File: src/rtl/pesp_pkg.sv
// pesp_pkg: types, phase codes and helpers for the pes header parser
// used by all rtl files of the block; no dependencies

package pesp_pkg;

    typedef struct packed {
        logic [7:0] data_byte;
        logic       first_byte;
    } pesp_in_t;

    typedef struct packed {
        logic [7:0]  pes_sid;
        logic [15:0] pkt_len;
        logic [1:0]  syntax_version;
        logic [13:0] header_flags;
        logic [7:0]  header_data_length;
        logic [32:0] pts;
        logic [32:0] dts;
        logic [32:0] clkref_base;
        logic [8:0]  clkref_ext;
        logic [21:0] es_rate;
        logic [23:0] trick_and_crc;
        logic [1:0]  status;
    } pesp_out_t;

    // one-hot parse phases; bit order is the order of the header groups
    typedef enum logic [26:0] {
        PH_IDLE     = 27'h0000001,
        PH_SC1      = 27'h0000002,
        PH_SC2      = 27'h0000004,
        PH_SID      = 27'h0000008,
        PH_LENH     = 27'h0000010,
        PH_LENL     = 27'h0000020,
        PH_OPT0     = 27'h0000040,
        PH_OPT1     = 27'h0000080,
        PH_HDL      = 27'h0000100,
        PH_PTS      = 27'h0000200,
        PH_DTS      = 27'h0000400,
        PH_ESCR     = 27'h0000800,
        PH_RATE     = 27'h0001000,
        PH_TRICK    = 27'h0002000,
        PH_COPY     = 27'h0004000,
        PH_CRC      = 27'h0008000,
        PH_EXT      = 27'h0010000,
        PH_PRIV     = 27'h0020000,
        PH_PACKLEN  = 27'h0040000,
        PH_PACKSKIP = 27'h0080000,
        PH_SEQ      = 27'h0100000,
        PH_PSTD     = 27'h0200000,
        PH_EXT2LEN  = 27'h0400000,
        PH_EXT2SKIP = 27'h0800000,
        PH_M1A      = 27'h1000000,
        PH_M1STD    = 27'h2000000,
        PH_M1C      = 27'h4000000
    } pesp_phase_t;

    localparam logic [1:0] ST_OK      = 2'd0;
    localparam logic [1:0] ST_MARKER  = 2'd1;
    localparam logic [1:0] ST_NOOPT   = 2'd2;

    localparam logic [1:0] VER_NONE   = 2'd0;
    localparam logic [1:0] VER_MPEG1  = 2'd1;
    localparam logic [1:0] VER_MPEG2  = 2'd2;

    // bytes per field group
    function automatic logic [4:0] group_len(input pesp_phase_t p);
        case (p)
            PH_PTS, PH_DTS:              group_len = 5'd5;
            PH_ESCR:                     group_len = 5'd6;
            PH_RATE:                     group_len = 5'd3;
            PH_TRICK, PH_COPY, PH_EXT,
            PH_PACKLEN, PH_EXT2LEN:      group_len = 5'd1;
            PH_CRC, PH_SEQ, PH_PSTD:     group_len = 5'd2;
            PH_PRIV:                     group_len = 5'd16;
            default:                     group_len = 5'd0;
        endcase
    endfunction

    function automatic logic regular_stream(input logic [7:0] sid);
        regular_stream = !(sid inside {8'hBC, 8'hBE, 8'hBF, 8'hF0, 8'hF1, 8'hF2,
                                       8'hF8, 8'hFF});
    endfunction

    function automatic logic [7:0] hdl_sat(input logic [7:0] a, input logic [3:0] n);
        logic [8:0] s;
        s = {1'b0, a} + {5'd0, n};
        hdl_sat = s[8] ? 8'hFF : s[7:0];
    endfunction

endpackage

File: src/rtl/pesp_out_reg.sv
// pesp_out_reg: result register with valid/ready between parser and sink
// depends on pesp_pkg

module pesp_out_reg (
    input  logic                 aclk,
    input  logic                 aresetn,
    input  logic                 load,
    input  pesp_pkg::pesp_out_t  load_data,
    output logic                 full,
    output logic                 m_valid,
    input  logic                 m_ready,
    output pesp_pkg::pesp_out_t  m_data
);
    import pesp_pkg::*;

    logic      valid_reg;
    pesp_out_t data_reg;

    // hold one result beat until taken
    always_ff @(posedge aclk) begin
        if (!aresetn) begin
            valid_reg <= 1'b0;
        end else if (load) begin
            valid_reg <= 1'b1;
        end else if (m_ready) begin
            valid_reg <= 1'b0;
        end
    end

    always_ff @(posedge aclk) begin
        if (load) begin
            data_reg <= load_data;
        end
    end

    assign full    = valid_reg && !m_ready;
    assign m_valid = valid_reg;
    assign m_data  = data_reg;

endmodule

File: src/rtl/pesp_parser.sv
// pesp_parser: byte-serial parse state and field accumulators
// depends on pesp_pkg

module pesp_parser (
    input  logic                 aclk,
    input  logic                 aresetn,
    input  logic                 beat,
    input  pesp_pkg::pesp_in_t   in_data,
    output logic                 emit,
    output pesp_pkg::pesp_out_t  emit_data
);
    import pesp_pkg::*;

    pesp_phase_t phase_reg, phase_next;
    logic [4:0]  cnt_reg, cnt_next;
    logic [7:0]  skip_reg, skip_next;
    logic [47:0] shift_reg, shift_next;
    logic [13:0] flags_reg, flags_next;
    logic [7:0]  ext_reg, ext_next;
    logic [7:0]  sid_reg, sid_next;
    logic [15:0] len_reg, len_next;
    logic [1:0]  ver_reg, ver_next;
    logic [7:0]  hdl_reg, hdl_next;
    logic [7:0]  trick_reg, trick_next;
    logic [15:0] crc_reg, crc_next;
    logic [32:0] pts_reg, pts_next;
    logic [32:0] dts_reg, dts_next;
    logic [32:0] escr_reg, escr_next;
    logic [8:0]  escx_reg, escx_next;
    logic [21:0] rate_reg, rate_next;

    logic [7:0]  b;
    logic [47:0] x;
    logic [4:0]  cnt_inc;
    logic [1:0]  pd;
    logic        group_end;
    logic        go_next;
    pesp_phase_t go_from;
    logic [1:0]  st;
    logic        m1_flag;
    logic [7:0]  hdl_m1;
    logic [1:0]  m1pd;
    logic [3:0]  ts_nib;
    logic        ts_ok;
    logic [32:0] ts_val;
    logic [7:0]  skip_dec;

    // which group comes next after a given phase, from flags in hand
    function automatic pesp_phase_t next_phase(input pesp_phase_t from,
                                               input logic [13:0] fl,
                                               input logic [7:0] ef,
                                               input logic [7:0] sk,
                                               output logic none);
        logic [26:0] want;
        logic [26:0] fv;
        logic [26:0] above;
        logic [26:0] cand;
        want = '0;
        if (fl[7])          want = want | PH_PTS;
        if (fl[7] && fl[6]) want = want | PH_DTS;
        if (fl[5])          want = want | PH_ESCR;
        if (fl[4])          want = want | PH_RATE;
        if (fl[3])          want = want | PH_TRICK;
        if (fl[2])          want = want | PH_COPY;
        if (fl[1])          want = want | PH_CRC;
        if (fl[0])          want = want | PH_EXT;
        if (ef[7])          want = want | PH_PRIV;
        if (ef[6])          want = want | PH_PACKLEN;
        if (sk != 8'd0)     want = want | PH_PACKSKIP;
        if (ef[5])          want = want | PH_SEQ;
        if (ef[4])          want = want | PH_PSTD;
        if (ef[0])          want = want | PH_EXT2LEN;
        if (sk != 8'd0)     want = want | PH_EXT2SKIP;
        // lowest wanted phase above the current one
        fv    = from;
        above = ~({fv[25:0], 1'b0} - 27'd1);
        cand  = want & above;
        none  = (cand == '0);
        next_phase = pesp_phase_t'(cand & (~cand + 27'd1));
    endfunction

    assign b        = in_data.data_byte;
    assign x        = {shift_reg[39:0], b};
    assign cnt_inc  = cnt_reg + 5'd1;
    assign pd       = flags_reg[7:6];
    assign skip_dec = (skip_reg != 8'd0) ? skip_reg - 8'd1 : 8'd0;

    // timestamp check and decode for pts/dts groups
    assign ts_nib = (phase_reg == PH_DTS) ? 4'd1 : {2'b00, pd};
    assign ts_ok  = x[39:36] == ts_nib && x[32] && x[16] && x[0];
    assign ts_val = {x[35:33], x[31:17], x[15:1]};

    // mpeg-1 flag byte helpers
    assign m1pd   = b[5:4];

    always_comb begin
        logic        none;
        pesp_phase_t np;
        phase_next = phase_reg;
        cnt_next   = cnt_reg;
        skip_next  = skip_reg;
        shift_next = shift_reg;
        flags_next = flags_reg;
        ext_next   = ext_reg;
        sid_next   = sid_reg;
        len_next   = len_reg;
        ver_next   = ver_reg;
        hdl_next   = hdl_reg;
        trick_next = trick_reg;
        crc_next   = crc_reg;
        pts_next   = pts_reg;
        dts_next   = dts_reg;
        escr_next  = escr_reg;
        escx_next  = escx_reg;
        rate_next  = rate_reg;
        emit       = 1'b0;
        st         = ST_OK;
        go_next    = 1'b0;
        go_from    = phase_reg;
        m1_flag    = 1'b0;
        group_end  = 1'b0;
        hdl_m1     = hdl_reg;
        none       = 1'b0;
        np         = PH_IDLE;

        if (beat) begin
            if (in_data.first_byte) begin
                phase_next = PH_SC1;
                cnt_next   = '0;
                skip_next  = '0;
                shift_next = '0;
                flags_next = '0;
                ext_next   = '0;
                sid_next   = '0;
                len_next   = '0;
                ver_next   = '0;
                hdl_next   = '0;
                trick_next = '0;
                crc_next   = '0;
                pts_next   = '0;
                dts_next   = '0;
                escr_next  = '0;
                escx_next  = '0;
                rate_next  = '0;
            end else begin
                case (phase_reg)
                    PH_IDLE: ;
                    PH_SC1:  phase_next = PH_SC2;
                    PH_SC2:  phase_next = PH_SID;
                    PH_SID: begin
                        sid_next   = b;
                        phase_next = PH_LENH;
                    end
                    PH_LENH: begin
                        shift_next = {40'd0, b};
                        phase_next = PH_LENL;
                    end
                    PH_LENL: begin
                        len_next   = {shift_reg[7:0], b};
                        shift_next = '0;
                        if (!regular_stream(sid_reg)) begin
                            emit = 1'b1;
                            st   = ST_NOOPT;
                        end else begin
                            phase_next = PH_OPT0;
                        end
                    end
                    PH_OPT0: begin
                        if (b[7]) begin
                            ver_next = VER_MPEG2;
                            if (b[6]) begin
                                emit = 1'b1;
                                st   = ST_MARKER;
                            end else begin
                                flags_next = {b[5:0], 8'd0};
                                phase_next = PH_OPT1;
                            end
                        end else begin
                            ver_next = VER_MPEG1;
                            if (b == 8'hFF) begin
                                hdl_next   = hdl_sat(hdl_reg, 4'd1);
                                phase_next = PH_M1A;
                            end else if (b[7:6] == 2'b01) begin
                                hdl_next   = hdl_sat(hdl_reg, 4'd2);
                                phase_next = PH_M1STD;
                            end else begin
                                m1_flag = 1'b1;
                            end
                        end
                    end
                    PH_M1A: begin
                        if (b == 8'hFF) begin
                            hdl_next = hdl_sat(hdl_reg, 4'd1);
                        end else if (b[7:6] == 2'b01) begin
                            hdl_next   = hdl_sat(hdl_reg, 4'd2);
                            phase_next = PH_M1STD;
                        end else begin
                            m1_flag = 1'b1;
                        end
                    end
                    PH_M1STD: phase_next = PH_M1C;
                    PH_M1C:   m1_flag = 1'b1;
                    PH_OPT1: begin
                        flags_next = flags_reg | {6'd0, b};
                        phase_next = PH_HDL;
                    end
                    PH_HDL: begin
                        hdl_next = b;
                        go_next  = 1'b1;
                        go_from  = PH_HDL;
                    end
                    default: begin
                        // field groups
                        shift_next = x;
                        cnt_next   = cnt_inc;
                        if (phase_reg == PH_PACKSKIP || phase_reg == PH_EXT2SKIP) begin
                            skip_next = skip_dec;
                            group_end = skip_dec == 8'd0;
                        end else begin
                            group_end = cnt_inc >= group_len(phase_reg);
                        end
                        if (group_end) begin
                            go_next = 1'b1;
                            case (phase_reg)
                                PH_PTS: begin
                                    if (!ts_ok) begin
                                        emit = 1'b1; st = ST_MARKER; go_next = 1'b0;
                                    end else begin
                                        pts_next = ts_val;
                                    end
                                end
                                PH_DTS: begin
                                    if (!ts_ok) begin
                                        emit = 1'b1; st = ST_MARKER; go_next = 1'b0;
                                    end else begin
                                        dts_next = ts_val;
                                    end
                                end
                                PH_ESCR: begin
                                    if (!(x[42] && x[26] && x[10] && x[0])) begin
                                        emit = 1'b1; st = ST_MARKER; go_next = 1'b0;
                                    end else begin
                                        escr_next = {x[45:43], x[41:27], x[25:11]};
                                        escx_next = x[9:1];
                                    end
                                end
                                PH_RATE: begin
                                    if (!(x[23] && x[0])) begin
                                        emit = 1'b1; st = ST_MARKER; go_next = 1'b0;
                                    end else begin
                                        rate_next = x[22:1];
                                    end
                                end
                                PH_TRICK: trick_next = x[7:0];
                                PH_COPY: begin
                                    if (!x[7]) begin
                                        emit = 1'b1; st = ST_MARKER; go_next = 1'b0;
                                    end
                                end
                                PH_CRC: crc_next = x[15:0];
                                PH_EXT: ext_next = x[7:0];
                                PH_PACKLEN: skip_next = x[7:0];
                                PH_SEQ: begin
                                    if (!(x[15] && x[7])) begin
                                        emit = 1'b1; st = ST_MARKER; go_next = 1'b0;
                                    end
                                end
                                PH_PSTD: begin
                                    if (x[15:14] != 2'b01) begin
                                        emit = 1'b1; st = ST_MARKER; go_next = 1'b0;
                                    end
                                end
                                PH_EXT2LEN: begin
                                    if (!x[7]) begin
                                        emit = 1'b1; st = ST_MARKER; go_next = 1'b0;
                                    end else begin
                                        skip_next = {1'b0, x[6:0]};
                                    end
                                end
                                default: ;
                            endcase
                        end
                    end
                endcase

                // mpeg-1 flag byte
                if (m1_flag) begin
                    if (b == 8'h0F) begin
                        hdl_next = hdl_sat(hdl_reg, 4'd1);
                        emit     = 1'b1;
                    end else if (b[7:6] != 2'b00) begin
                        emit = 1'b1;
                        st   = ST_MARKER;
                    end else begin
                        flags_next = {6'd0, m1pd, 6'd0};
                        if (m1pd[1]) begin
                            hdl_next   = hdl_sat(hdl_reg, m1pd[0] ? 4'd10 : 4'd5);
                            phase_next = PH_PTS;
                            shift_next = {40'd0, b};
                            cnt_next   = 5'd1;
                        end else begin
                            hdl_next = hdl_sat(hdl_reg, 4'd1);
                            emit     = 1'b1;
                            st       = (b[3:0] == 4'hF) ? ST_MARKER : ST_OK;
                        end
                    end
                    hdl_m1 = hdl_next;
                end

                // advance to the next wanted group or finish
                if (go_next) begin
                    cnt_next   = '0;
                    shift_next = '0;
                    np = next_phase(go_from, flags_next, ext_next, skip_next, none);
                    if (none) begin
                        emit = 1'b1;
                        st   = ST_OK;
                    end else begin
                        phase_next = np;
                    end
                end

                if (emit) begin
                    phase_next = PH_IDLE;
                end
            end
        end
    end

    // result assembled from next-state values
    always_comb begin
        logic bad;
        bad = st == ST_MARKER;
        emit_data.pes_sid            = sid_next;
        emit_data.pkt_len            = len_next;
        emit_data.syntax_version     = ver_next;
        emit_data.header_flags       = flags_next;
        emit_data.header_data_length = hdl_next;
        emit_data.pts                = bad ? '0 : pts_next;
        emit_data.dts                = bad ? '0 : dts_next;
        emit_data.clkref_base        = bad ? '0 : escr_next;
        emit_data.clkref_ext         = bad ? '0 : escx_next;
        emit_data.es_rate            = bad ? '0 : rate_next;
        emit_data.trick_and_crc      = bad ? '0 : {trick_next, crc_next};
        emit_data.status             = st;
    end

    // control state
    always_ff @(posedge aclk) begin
        if (!aresetn) begin
            phase_reg <= PH_IDLE;
            cnt_reg   <= '0;
            skip_reg  <= '0;
            flags_reg <= '0;
            ext_reg   <= '0;
        end else begin
            phase_reg <= phase_next;
            cnt_reg   <= cnt_next;
            skip_reg  <= skip_next;
            flags_reg <= flags_next;
            ext_reg   <= ext_next;
        end
    end

    // field accumulators
    always_ff @(posedge aclk) begin
        if (!aresetn) begin
            shift_reg <= '0;
            sid_reg   <= '0;
            len_reg   <= '0;
            ver_reg   <= '0;
            hdl_reg   <= '0;
            trick_reg <= '0;
            crc_reg   <= '0;
            pts_reg   <= '0;
            dts_reg   <= '0;
            escr_reg  <= '0;
            escx_reg  <= '0;
            rate_reg  <= '0;
        end else begin
            shift_reg <= shift_next;
            sid_reg   <= sid_next;
            len_reg   <= len_next;
            ver_reg   <= ver_next;
            hdl_reg   <= (m1_flag) ? hdl_m1 : hdl_next;
            trick_reg <= trick_next;
            crc_reg   <= crc_next;
            pts_reg   <= pts_next;
            dts_reg   <= dts_next;
            escr_reg  <= escr_next;
            escx_reg  <= escx_next;
            rate_reg  <= rate_next;
        end
    end

endmodule

File: src/rtl/pes_header_parser_top.sv
// pes header parser: one byte beat per cycle in, at most one result beat per packet out
// result: registered, and presented in the cycle after the byte that ends the header
// throughput: one byte per cycle; input stalls only while a result waits unread
// reset: synchronous active-low aresetn returns the parser to idle with fields cleared
// depends on pesp_pkg, pesp_parser, pesp_out_reg

module pes_header_parser_top (
    input  logic                 aclk,
    input  logic                 aresetn,
    input  logic                 s_valid,
    output logic                 s_ready,
    input  pesp_pkg::pesp_in_t   s_data,
    output logic                 m_valid,
    input  logic                 m_ready,
    output pesp_pkg::pesp_out_t  m_data
);
    import pesp_pkg::*;

    logic      beat;
    logic      emit;
    logic      full;
    pesp_out_t emit_data;

    assign s_ready = !full;
    assign beat    = s_valid && s_ready;

    // byte parser
    pesp_parser u_parser (
        .aclk      (aclk),
        .aresetn   (aresetn),
        .beat      (beat),
        .in_data   (s_data),
        .emit      (emit),
        .emit_data (emit_data)
    );

    // result register
    pesp_out_reg u_out (
        .aclk      (aclk),
        .aresetn   (aresetn),
        .load      (emit),
        .load_data (emit_data),
        .full      (full),
        .m_valid   (m_valid),
        .m_ready   (m_ready),
        .m_data    (m_data)
    );

    // a result only appears from an accepted byte
    property p_emit_from_beat;
        @(posedge aclk) disable iff (!aresetn) emit |-> beat;
    endproperty
    a_emit_from_beat: assert property (p_emit_from_beat) else $error("result without beat");

    // a result raises valid next cycle
    property p_emit_valid;
        @(posedge aclk) disable iff (!aresetn) emit |=> m_valid;
    endproperty
    a_emit_valid: assert property (p_emit_valid) else $error("result lost");

    // a status code is never three
    property p_status;
        @(posedge aclk) disable iff (!aresetn) m_valid |-> m_data.status != 2'd3;
    endproperty
    a_status: assert property (p_status) else $error("bad status");

endmodule

File: config.mk
export PLATFORM = sky130hd
export DESIGN_NAME = pes_header_parser_top
export DESIGN_NICKNAME = d
export VERILOG_FILES = /design/src/rtl/pesp_pkg.sv /design/src/rtl/pesp_out_reg.sv /design/src/rtl/pesp_parser.sv /design/src/rtl/pes_header_parser_top.sv
export SDC_FILE = /design/constraint.sdc
export NUM_CORES = 1
export LEC_CHECK = 0
export ABC_AREA = 0
export BUFFER_PORTS_ARGS = -buffer_cell sky130_fd_sc_hd__clkbuf_2
export CORE_AREA = 2 2 157 313
export DETAILED_ROUTE_END_ITERATION = 8
export DIE_AREA = 0 0 159 315
export PLACE_DENSITY = 0.66
export SETUP_SLACK_MARGIN = 0.02
export SLEW_MARGIN = 15
export SYNTH_ARGS = -nofsm -noshare
export SYNTH_HDL_FRONTEND = slang
export SYNTH_SLANG_ARGS = --single-unit
File: constraint.sdc
create_clock -name aclk -period 15.6 [get_ports aclk]
set_input_delay 1.56 -clock aclk [delete_from_list [all_inputs] [get_ports aclk]]
set_output_delay 1.56 -clock aclk [all_outputs]
set_load 0.01 [all_outputs]
* Word level (Yosys, flattened, before mapping)
Cells that the tools add are included.
** Storage, ports and cells
- Output and inout bits :: 206
- Bits in writable memories :: 0
- Bits in latches :: 0
- Input bits :: 13
- Memory bits (read-only) :: 0
- Register bits after elaboration :: 500
- Memories kept :: 0
** Cells by class
- Add/sub/neg operators :: 7
- Divide/modulo/power cells :: 0
- Shifts and indexed selects :: 0
- $mul :: 0
- $lt $le $gt $ge :: 1
- Multiplexer cells :: 217
- Reduce and logical (&&, ||, !) cells :: 30
- Eq/ne operators :: 45
- Bitwise operators :: 5
** Operators with widths (number)
- $mux 33 :: 18
- $mux 27 :: 17
- $mux 8 :: 38
- $mux 48 :: 6
- $pmux 27 s9 :: 1
- $mux 22 :: 7
- $mux 16 :: 9
- $pmux 48 s3 :: 1
- $mux 14 :: 10
- $mux 26 :: 3
- $eq 8x8->1 const B :: 9
- $mux 5 :: 11
- $and 27x27->27 :: 2
- $mux 9 :: 6
- $not 27->27 :: 2
- $mux 1 :: 50
- $mux 2 :: 16
- $pmux 5 s6 :: 1
- $pmux 14 s2 :: 1
- $add 27x1->27 const B :: 1
- $eq 27x1->1 const B :: 1
- $eq 27x10->1 const B :: 1
- $eq 27x11->1 const B :: 1
- $eq 27x12->1 const B :: 1
- other kinds (71) :: 92

* Logic depth before layout (Yosys ltp)
Gate-level depths: netlist of the first run.
- Word-level depth :: 37
- Gate-level depth with buffers :: 22
- Depth with buffers taken out :: 17

* Cells and area by module
A second synthesis of the first run with hierarchy kept.
** Unflattened totals
- Cells, all modules :: 2133
- Area, all modules :: 21752.1 µm²
** By module, submodules not included
- pesp_parser :: cells each 1924, area each 15574.9 µm², times used 1, seq. area each 5705.5 µm²
- pesp_out_reg :: cells each 207, area each 6167.2 µm², times used 1, seq. area each 6145.9 µm²
- pes_header_parser_top :: cells each 2, area each 10.0 µm², times used 1, seq. area each 0.0 µm²

* Worst setup path before layout of the first run
OpenSTA, ideal clock, no wires.
- Path kind :: flip-flop to flip-flop
- Start point :: register u_parser.phase_reg[17]
- End point :: register u_out.data_reg, in the netlist u_out.m_data[0], enable pin
- Library setup time :: 0.835 ns
- Required time :: 14.765 ns
- Arrival time :: 14.029 ns
- Period minus slack after synthesis :: 14.864 ns
- Buffers on the path :: 2
- Cell stages (with the launch flop) :: 20
- Path slack :: 0.736 ns
- Path through :: dfxtp_1 > buf_2 > or4_1 > clkbuf_1 > nor3_1 > nand3_1 > a21oi_1 > a311oi_1 > nand3_1 > ha_1 > nor3b_1 > o21ai_0 > o22ai_1 > nand2b_1 > a21oi_2 > a2111o_1 > a211o_1 > nor4_4 > nand3_1 > a21oi_1
** Between the ends
- Longest elaborated chain between the ends :: 34
- Elaborated cells on any way between the ends :: 118
- Those cells by class :: 1 x add/sub; 1 x order compare; 28 x eq/ne; 72 x mux; 2 x bitwise; 14 x reduce/logical
** RTL lines
- from (decl) :: RTL line pesp_parser.sv:14 : pesp_phase_t phase_reg, phase_next;
- from (signal assigned) :: RTL line pesp_parser.sv:357 : phase_reg <= phase_next;
- $eq 27x19->1 (tied with other cells) :: RTL line pesp_pkg.sv:67, pesp_parser.sv:224
- $reduce_or 5->1 (tied with other cells) :: RTL line pesp_pkg.sv:67 : case (p)
- $pmux 5 s6 :: RTL line pesp_pkg.sv:67
- $mux 5 :: RTL line pesp_parser.sv:216 : if (phase_reg == PH_PACKSKIP || phase_reg == PH_EXT2SKIP) begin
- $mux 5 :: RTL line pesp_parser.sv:146 : case (phase_reg)
- $mux 5 :: RTL line pesp_parser.sv:127 : if (in_data.first_byte) begin
- $mux 5 :: RTL line pesp_parser.sv:126 : if (beat) begin
- $ge 5x5->1 :: RTL line pesp_parser.sv:220 : group_end = cnt_inc >= group_len(phase_reg);
- [... 19 more ...]
- $logic_not 27->1 :: RTL line pesp_parser.sv:78 : none = (cand == '0);
- $mux 1 :: RTL line pesp_parser.sv:315 : if (none) begin
- $mux 1 (*) :: RTL line pesp_parser.sv:311 : if (go_next) begin
- $mux 1 (*) :: RTL line pesp_parser.sv:127
- $mux 1 (*) :: RTL line pesp_parser.sv:126
- $mux 1 (*) :: RTL line pesp_parser.sv:127
- $mux 1 (*) :: RTL line pesp_parser.sv:126
- via emit :: RTL line pes_header_parser_top.sv:20 : logic emit;
- to (signal assigned) :: RTL line pesp_out_reg.sv:32 : data_reg <= load_data;
- to (decl) :: RTL line pesp_out_reg.sv:17 : pesp_out_t data_reg;
Mark *: on every way through the listed nets, which the timed path passes. The rest lies on a longest branch. The select of a mux whose other input is x is not followed.
A chain may end at the register's enable or synchronous reset.

* Final worst setup path of the first run
- Start point :: register u_parser.phase_reg[16]
- End point :: register u_out.data_reg, in the netlist u_out.m_data[82], enable pin
The elaborated chain is that of the path after synthesis.

==> results.md, run 1 <==
- Status: finished clean
- Die area: 50100 sq um
- Mean post-synth cell area: 10.0 sq um
- Hold EP: u_parser.shift_reg[32]
- Multi-input gate area: 8680 sq um
- Synth top area share: 28.7%
- Pin count of the biggest net entering global routing: 92
- GRT Overall Usage: 25.8%
- Slew headroom: 25.4%
- Power density cells: 110 nW/um^2
- Crit start category: flip-flop
- Final nets: 2275
- Crit path max-delay family: simple AND/OR/NAND/NOR gates
- Initial Util: 44.5%
- Critical Path AT: 7.97 ns
- Global-route wire length before repair: 101 mm
- Final number of max-transition violations: 0
- RSZ-0062 raised after global routing: false
- Vias in the first global route: 16400
- Share of cells above drive strength 1: 16.1%
- Synth Register Bits: 490
- CTS tree: yes
- Worst hold slack: 0.501 ns
- RePlAce Congestion: 0.989
- Pre-Repair DR Iteration Count: 8
- Max FO, Critical Path: 82
- I/O Buffers: 218
- Power share of the clock group: 42.0%
- Final setup fails: 0
- Register area share after synthesis: 55.6%
- Commonest non-fill, non-tap cell in the layout: nor2_1
- Req. time, crit path: 15.79 ns
- Count of cell types in the netlist: 81
- Max Clock Freq: 0.128 GHz
- Worst r2r path cells: 18
- WL final: 66.4 mm
- Syn_nets: 2160
- Cells along the critical path: or4_1 -> nor3_1 -> nand3_1 -> o211ai_1 -> a21oi_1 -> ha_1 -> o21ai_0 -> o21ai_0 -> o22ai_1 -> nand2b_1 -> a21oi_2 -> o2111ai_1 -> a211o_1 -> nor4_4 -> nand3_1 -> a21oi_4 -> buf_4 -> buf_4
- Max FFs per register: 204
- Die width: 159 um
- Worst Clk Skew: 0.0268 ns
- Async S/R FF share, synth: 0%
- DR DRC count: 0
- # IOs: 219
- Inserted Clock Buffers: 44
- CTS resizes: 0
- Worst skew pair latency: 0.59 ns
- Slew @ Worst Pin: 1.12 ns
- Clock Path Buffers: 3
- Detailed Place HPWL: 44.0 mm
- Post-synth EDFFs: 204
- Leak: 9.18 nW
- Min-delay src: u_parser.shift_reg[32]
- Antenna Nets Post-Route: 0
- Height of the die: 315 um
- CP max stage cell: nor3_1
- Via count: 17300
- CTS Hold Buffers Added: 0
- Seq pwr share: 51.5%
- Tot Pwr: 0.00267 W
- H-tree depth: 2
- Max Cap Viol: 0
- Setup slack, reg-to-reg: 7.82 ns
- Most frequent cells in the layout: 353 x nor2_1, 286 x dfxtp_1, 217 x clkbuf_2
- Final period util: 49.9%
- Avg WL per Cell: 22.7 um
- DRT iter0 DRCs: 1628
- Flip-flop and latch area: 11900 sq um
- Gate power share: 6.5%
- Area Overhead vs Synth: 13.4%
- Sw Share: 24.4%
- Reg clk slew, reported paths: 0.06 ns
- Overflow after GRT: 0
- Total setup buffers inserted after CTS: 0
- Core box area: 47900 sq um
- Vias/cell: 5.92
- Antenna violations before repair: 0
- Row count: 114
- Clock tree root buffer cell: clkbuf_16
- Pint: 0.00202 W
- Critical R2R Launch: u_parser.phase_reg[16]
- Worst vdd ir: 0.0723 mV
- Yosys Warn Count: 0
- Nature of the critical path endpoint: flip-flop
- Final setup TNS: 0 ns
- Min cycle time layout: 7.78 ns
- Number of fill cells: 4454
- Hold Crit Depth: 1
- Clk sinks: 490
- Bufs and invs on worst path: 2
- Worst hold path class: reg -> reg
- Leading area contributor after synthesis: edfxtp_1
- Post-Syn Area: 21300 sq um
- Endpoints failing hold: 0
- P_sw: 0.000651 W
- Worst stage delay on the critical path: 0.89 ns
- Most used flip-flop cell after synthesis: dfxtp_1
- Synth area leaders: edfxtp_1 29%, dfxtp_1 27%, nor2_1 6.3%, a22oi_1 6.2%, o21ai_0 2.4%
- Cells after Synth: 2133
- Reg-to-reg endpoint: u_out.m_data[82]
- Crit Path Class: reg -> reg
-- synth_stat cells (all sizes together) (9+ instances only) --
cell / instances
clkbuf: 134
nand2: 122
nor3: 75
ha: 13
nor4: 28
xor2: 13
nand3b: 9
mux2i: 24
a32o: 16
nand3: 36
or2: 11
o21ai: 110
nor2: 359
nor2b: 51
a2bb2oi: 21
o211ai: 10
or4: 12
inv: 20
nand4: 21
a21o: 11
xnor2: 15
a22oi: 175
nand2b: 17
dfxtp: 286
edfxtp: 204
a22o: 56
buf: 44
a21oi: 58
and2: 73
a31oi: 12
or3: 10
-- layer usage --
layer	GRT usage (%)	share of wire [%]	vias up
li1	-	-	8006
met1	34.6	43	8444
met3	4.68	7.5	128
met4	8.90	3.5	0
met5	0	0	-
met2	42.0	46	732
-- worst reg2reg max path: cells and delay by family, from the launching register on --
family / cells / cell delay (ns)
AO/OA/AOI/OAI: 9 / 1.99
adder cells (fa/ha/maj): 1 / 0.29
buffers and inverters: 2 / 1.55
flip-flops: 1 / 0.43
AND/OR/NAND/NOR: 6 / 3.12
-- through the flow --
stage	utilization, %	cells	cell area, sq um	setup WS (ns)
global route	50.5	2921	24200	7.14
finish	50.5	2922	24200	7.82
global placement	47.4	2840	22700	8.20
floorplan	-	2133	21300	0.736
CTS	50.5	2921	24200	7.98
detailed placement	47.4	2840	22700	7.98
-- cells by family (layout without fill, tap and decap cells) --
| group | count (synthesis) | after routing | share of synthesized area [%] |
|---|---|---|---|
| xor+xnor | 28 | 28 | 1.15 |
| mux | 25 | 25 | 1.18 |
| buf+inv | 198 | 348 | 4.22 |
| fa+ha+maj | 15 | 15 | 0.903 |
| compound gates | 533 | 533 | 17.7 |
| flops | 490 | 490 | 55.6 |
| simple gates | 844 | 844 | 19.3 |
| other cells | 0 | 1 | 0 |
-- final cells by class --
| type | count | share of cell area (%) |
|---|---|---|
| Antenna cell | 1 | 0.0103 |
| Timing Repair Buffer | 247 | 5.41 |
| Clock buffer | 53 | 4.90 |
| Sequential cell | 490 | 49.0 |
| Clock inverter | 28 | 1.19 |
| Multi-Input combinational cell | 1445 | 35.9 |
| Inverter | 20 | 0.331 |
| Tap cell | 638 | 3.30 |
-- power by group through the flow --
stage | Sequential [W] | Combinational, W | Clock (W)
2_1_floorplan | 0.00142 | 0.0000847 | 0
3_3_place_gp | 0.00140 | 0.000173 | 0
3_5_place_dp | 0.00140 | 0.000172 | 0
4_1_cts | 0.00137 | 0.000172 | 0.00114
5_1_grt | 0.00138 | 0.000185 | 0.00118
6_report | 0.00137 | 0.000175 | 0.00112
-- how the worst max path moves through the flow --
stage	endpoint	startpoint	depth (start not counted)	slack [ns]
floorplan	u_out.m_data[0]	u_parser.phase_reg[17]	19	0.74
global placement	u_out.m_data[1]	u_parser.phase_reg[16]	18	8.20
detailed placement	u_out.m_data[1]	u_parser.phase_reg[16]	18	7.98
CTS	u_out.m_data[82]	u_parser.phase_reg[20]	18	7.98
global route	u_out.m_data[80]	u_parser.phase_reg[20]	18	7.14
finish	u_out.m_data[82]	u_parser.phase_reg[16]	18	7.82
Note: power is estimated with default switching activity, not from simulation.
==> run 2: changes to the inputs <==
Settings changed: ABC_AREA 0 to 1, CORE_AREA 2 2 157 313 to 2 2 169 336, DIE_AREA 0 0 159 315 to 0 0 171 338, PLACE_DENSITY 0.66 to default.
Clock period 15.6 ns to 7.85 ns, I/O delays scaled along.
==> run 2 against run 1 <==
Against the previous run:
- clock skew up 0.0021 ns
- register-to-register slack worse by 6.1 ns
- utilization down 0.22 points
- synthesized cell count up 52%
- clock-buffer cell count unchanged
- first-iteration DRC count down 1.5%
- combinational power rose to 9.4 times the previous value
- wire length up 25%
- sequential power up 120%
- non-clock buffer count up 3
- critical endpoint is now u_out.m_data[66]
==> results.md, run 2 <==
- Core box area: 55300 sq um (+15%)
- DP Cell Count: 4072 (+43%)
- Worst hold slack: 0.467 ns (-0.0341 ns)
- Syn_nets: 3275 (+52%)
- Ant diodes: 0 (-1)
- Detailed Place HPWL: 58.7 mm (+33%)
- Max Cap Viol: 0 (unchanged)
- Min cycle time layout: 6.12 ns (-1.66 ns)
- Inserted Clock Buffers: 46 (+4.5%)
- Req. time, crit path: 8.14 ns (-7.65 ns)
- CTS tree: yes
- Synth Area in Compound Gates: 17.0% (-0.68 points)
- Main combinational cell family by area after synthesis: simple AND/OR/NAND/NOR gates
- Row count: 122 (+7.0%)
- Leak: 11.2 nW (+22%)
- Height of the die: 338 um (+7.3%)
- Worst stage delay on the critical path: 0.88 ns (about the same)
- Worst Clk Skew: 0.0289 ns (+0.00212 ns)
- Endpoints failing hold: 0 (unchanged)
- Yosys Warn Count: 0 (unchanged)
- DRT iter0 DRCs: 1604 (-1.5%)
- Overflow after GRT: 0 (unchanged)
- Final number of max-transition violations: 0 (unchanged)
- Min-delay src: u_parser.ext_reg[5]
- Pin count of the biggest net entering global routing: 159 (+73%)
- Proportion of synthesized area in mux cells: 0.0407% (-1.1 points)
- Most frequent cells in the layout: 546 x inv_1, 529 x nand2_1, 422 x nor2_1
- Clock tree root buffer cell: clkbuf_16
- Clk sinks: 490 (unchanged)
- Max FO, Critical Path: 69 (-16%)
- Async S/R FF share, synth: 0% (unchanged)
- Count of cell types in the netlist: 60 (-26%)
- Critical Path Most Common Cell: nand2_1
- Setup slack after layout: 1.73 ns (-6.09 ns)
- Power density cells: 255 nW/um^2 (+130%)
- Critical Path AT: 6.42 ns (-1.55 ns)
- H-tree depth: 2 (unchanged)
- Crit start category: flip-flop
- Antenna Nets Post-Route: 0 (unchanged)
- Cells after Synth: 3248 (+52%)
- Critical R2R Launch: u_parser.phase_reg[20]
- Clock Path Buffers: 3 (unchanged)
- Max FFs per register: 204 (unchanged)
- Reg-to-reg endpoint: u_out.m_data[66]
- Worst skew pair latency: 0.60 ns (about the same)
- # IOs: 219 (unchanged)
- Number of fill cells: 5512 (+24%)
- Setup slack, reg-to-reg: 1.73 ns (-6.09 ns)
- Synth Register Bits: 490 (unchanged)
- Register area share after synthesis: 48.2% (-7.3 points)
- Slew headroom: 19.6% (-5.8 points)
- Area Overhead vs Synth: 13.0%
- Synth cell count leaders: 548 x inv_1, 533 x nand2_1, 425 x nor2_1
- Post-Syn Area: 24600 sq um (+15%)
- Total setup buffers inserted after CTS: 0 (unchanged)
- Vias/cell: 5.30 (-10%)
- Fin cells: 4157 (+42%)
- Worst vdd ir: 0.222 mV (+210%)
- Worst r2r path cells: 31 (+13)
- CTS Hold Buffers Added: 0 (unchanged)
- CP max stage cell: clkinvlp_4
- Nature of the critical path endpoint: flip-flop
- Final nets: 3403 (+50%)
- Vias in the first global route: 21000 (+28%)
- Crit Path Class: reg -> reg
- Synth Area in XOR/XNOR: 0.499% (-0.65 points)
- Initial Util: 44.5% (about the same)
- Commonest non-fill, non-tap cell in the layout: inv_1
- Final period util: 78.0% (+28 points)
- RePlAce Congestion: 1.05 (+6.4%)
- Post-synth EDFFs: 204 (unchanged)
- Synth top area share: 24.9% (-3.8 points)
- GRT Overall Usage: 28.3% (+2.6 points)
- Post-synthesis adder-cell area fraction: 0.743% (-0.16 points)
- Global-route wire length before repair: 124 mm (+23%)
- Status: finished clean
- I/O Buffers: 218 (unchanged)
- Synth Area in Simple Gates: 21.8% (+2.4 points)
- Leading area contributor after synthesis: edfxtp_1
- Final setup TNS: 0 ns (unchanged)
- Synth area leaders: edfxtp_1 25%, dfxtp_1 23%, inv_1 8.4%, nand2_1 8.1%, o21ai_0 7.5%
- Max Clock Freq: 0.163 GHz (+27%)
- Tot Pwr: 0.00709 W (+170%)
- RSZ-0062 raised after global routing: false
- Via count: 22000 (+27%)
- Mean post-synth cell area: 7.57 sq um (-24%)
- Reg clk slew, reported paths: 0.07 ns (about the same)
- Most used flip-flop cell after synthesis: dfxtp_1
- Final setup fails: 0 (unchanged)
- Worst hold path class: reg -> reg
- Place WS: 1.79 ns (-6.20 ns)
- DR DRC count: 0 (unchanged)
- CTS resizes: 0 (unchanged)
- Avg WL per Cell: 20.0 um (-12%)
- Hold EP: u_parser.ext_reg[5]
- Pre-Repair DR Iteration Count: 6 (-2)
- Slew @ Worst Pin: 1.20 ns (+0.0774 ns)
- Antenna violations before repair: 0 (unchanged)
- Most common cell in the netlist: inv_1
- Share of cells above drive strength 1: 13.3% (-2.8 points)
- Die area: 57800 sq um (+15%)
- Hold Crit Depth: 2 (+1)
- Die width: 171 um (+7.5%)
- WL final: 82.9 mm (+25%)
-- run 2: final cells by class --
type                    count  area [sq um]  area share [%]
flip-flops and latches    490         11900            42.7
multi-input cells        2017          9890            35.6
inverters                 571          2160            7.79
repair buffers            250          1360            4.88
clock buffers              53          1220            4.39
well taps                 744           931            3.35
clock inverters            32           370            1.33
-- run 2: cell families after synthesis --
| kind of cell | after synthesis |
|---|---|
| AND/OR/NAND/NOR | 1224 |
| AO/OA/AOI/OAI | 764 |
| buffers and inverters | 741 |
| flip-flops | 490 |
| XOR/XNOR | 14 |
| adder cells (fa/ha/maj) | 14 |
| multiplexers | 1 |
-- run 2: how the worst max path moves through the flow --
stage / depth (start not counted) / end / startpoint
after floorplan: 33 / u_out.m_data[0] / u_parser.phase_reg[12]
after global placement: 31 / u_out.m_data[125] / u_parser.phase_reg[20]
after detailed placement: 18 / u_out.m_data[142] / s_data[8]
after CTS: 31 / u_out.m_data[130] / u_parser.phase_reg[20]
after global routing: 31 / u_out.m_data[63] / u_parser.phase_reg[20]
final: 31 / u_out.m_data[66] / u_parser.phase_reg[20]
-- run 2: worst max-delay path, delay by kind of cell, from the launching register on --
kind                     cells  cell delay [ns]
AO/OA/AOI/OAI                2             0.26
AND/OR/NAND/NOR             24             3.17
adder cells (fa/ha/maj)      1             0.30
flip-flops                   1             0.37
buffers and inverters        4             1.65
-- run 2: through the flow --
step,util (%),area (sq um)
6_report,50.3,27800
5_1_grt,50.3,27800
4_1_cts,50.3,27800
3_5_place_dp,47.4,26200
3_3_place_gp,47.4,26200
2_1_floorplan,-,24600
-- run 2: report_power, final --
group,internal [W],total (W),switching [W]
clock network,0.00138,0.00240,0.00102
registers,0.00294,0.00305,0.000107
logic,0.000399,0.00164,0.00124
-- run 2: routing by layer --
layer  global-route usage (%)  part of all wire [%]  up-vias
met4                     18.0                   7.1        0
li1                         -                     -    10700
met3                     2.77                   4.5      206
met1                     31.0                    36    10300
met2                     51.8                    52      765
met5                        0                     0        -
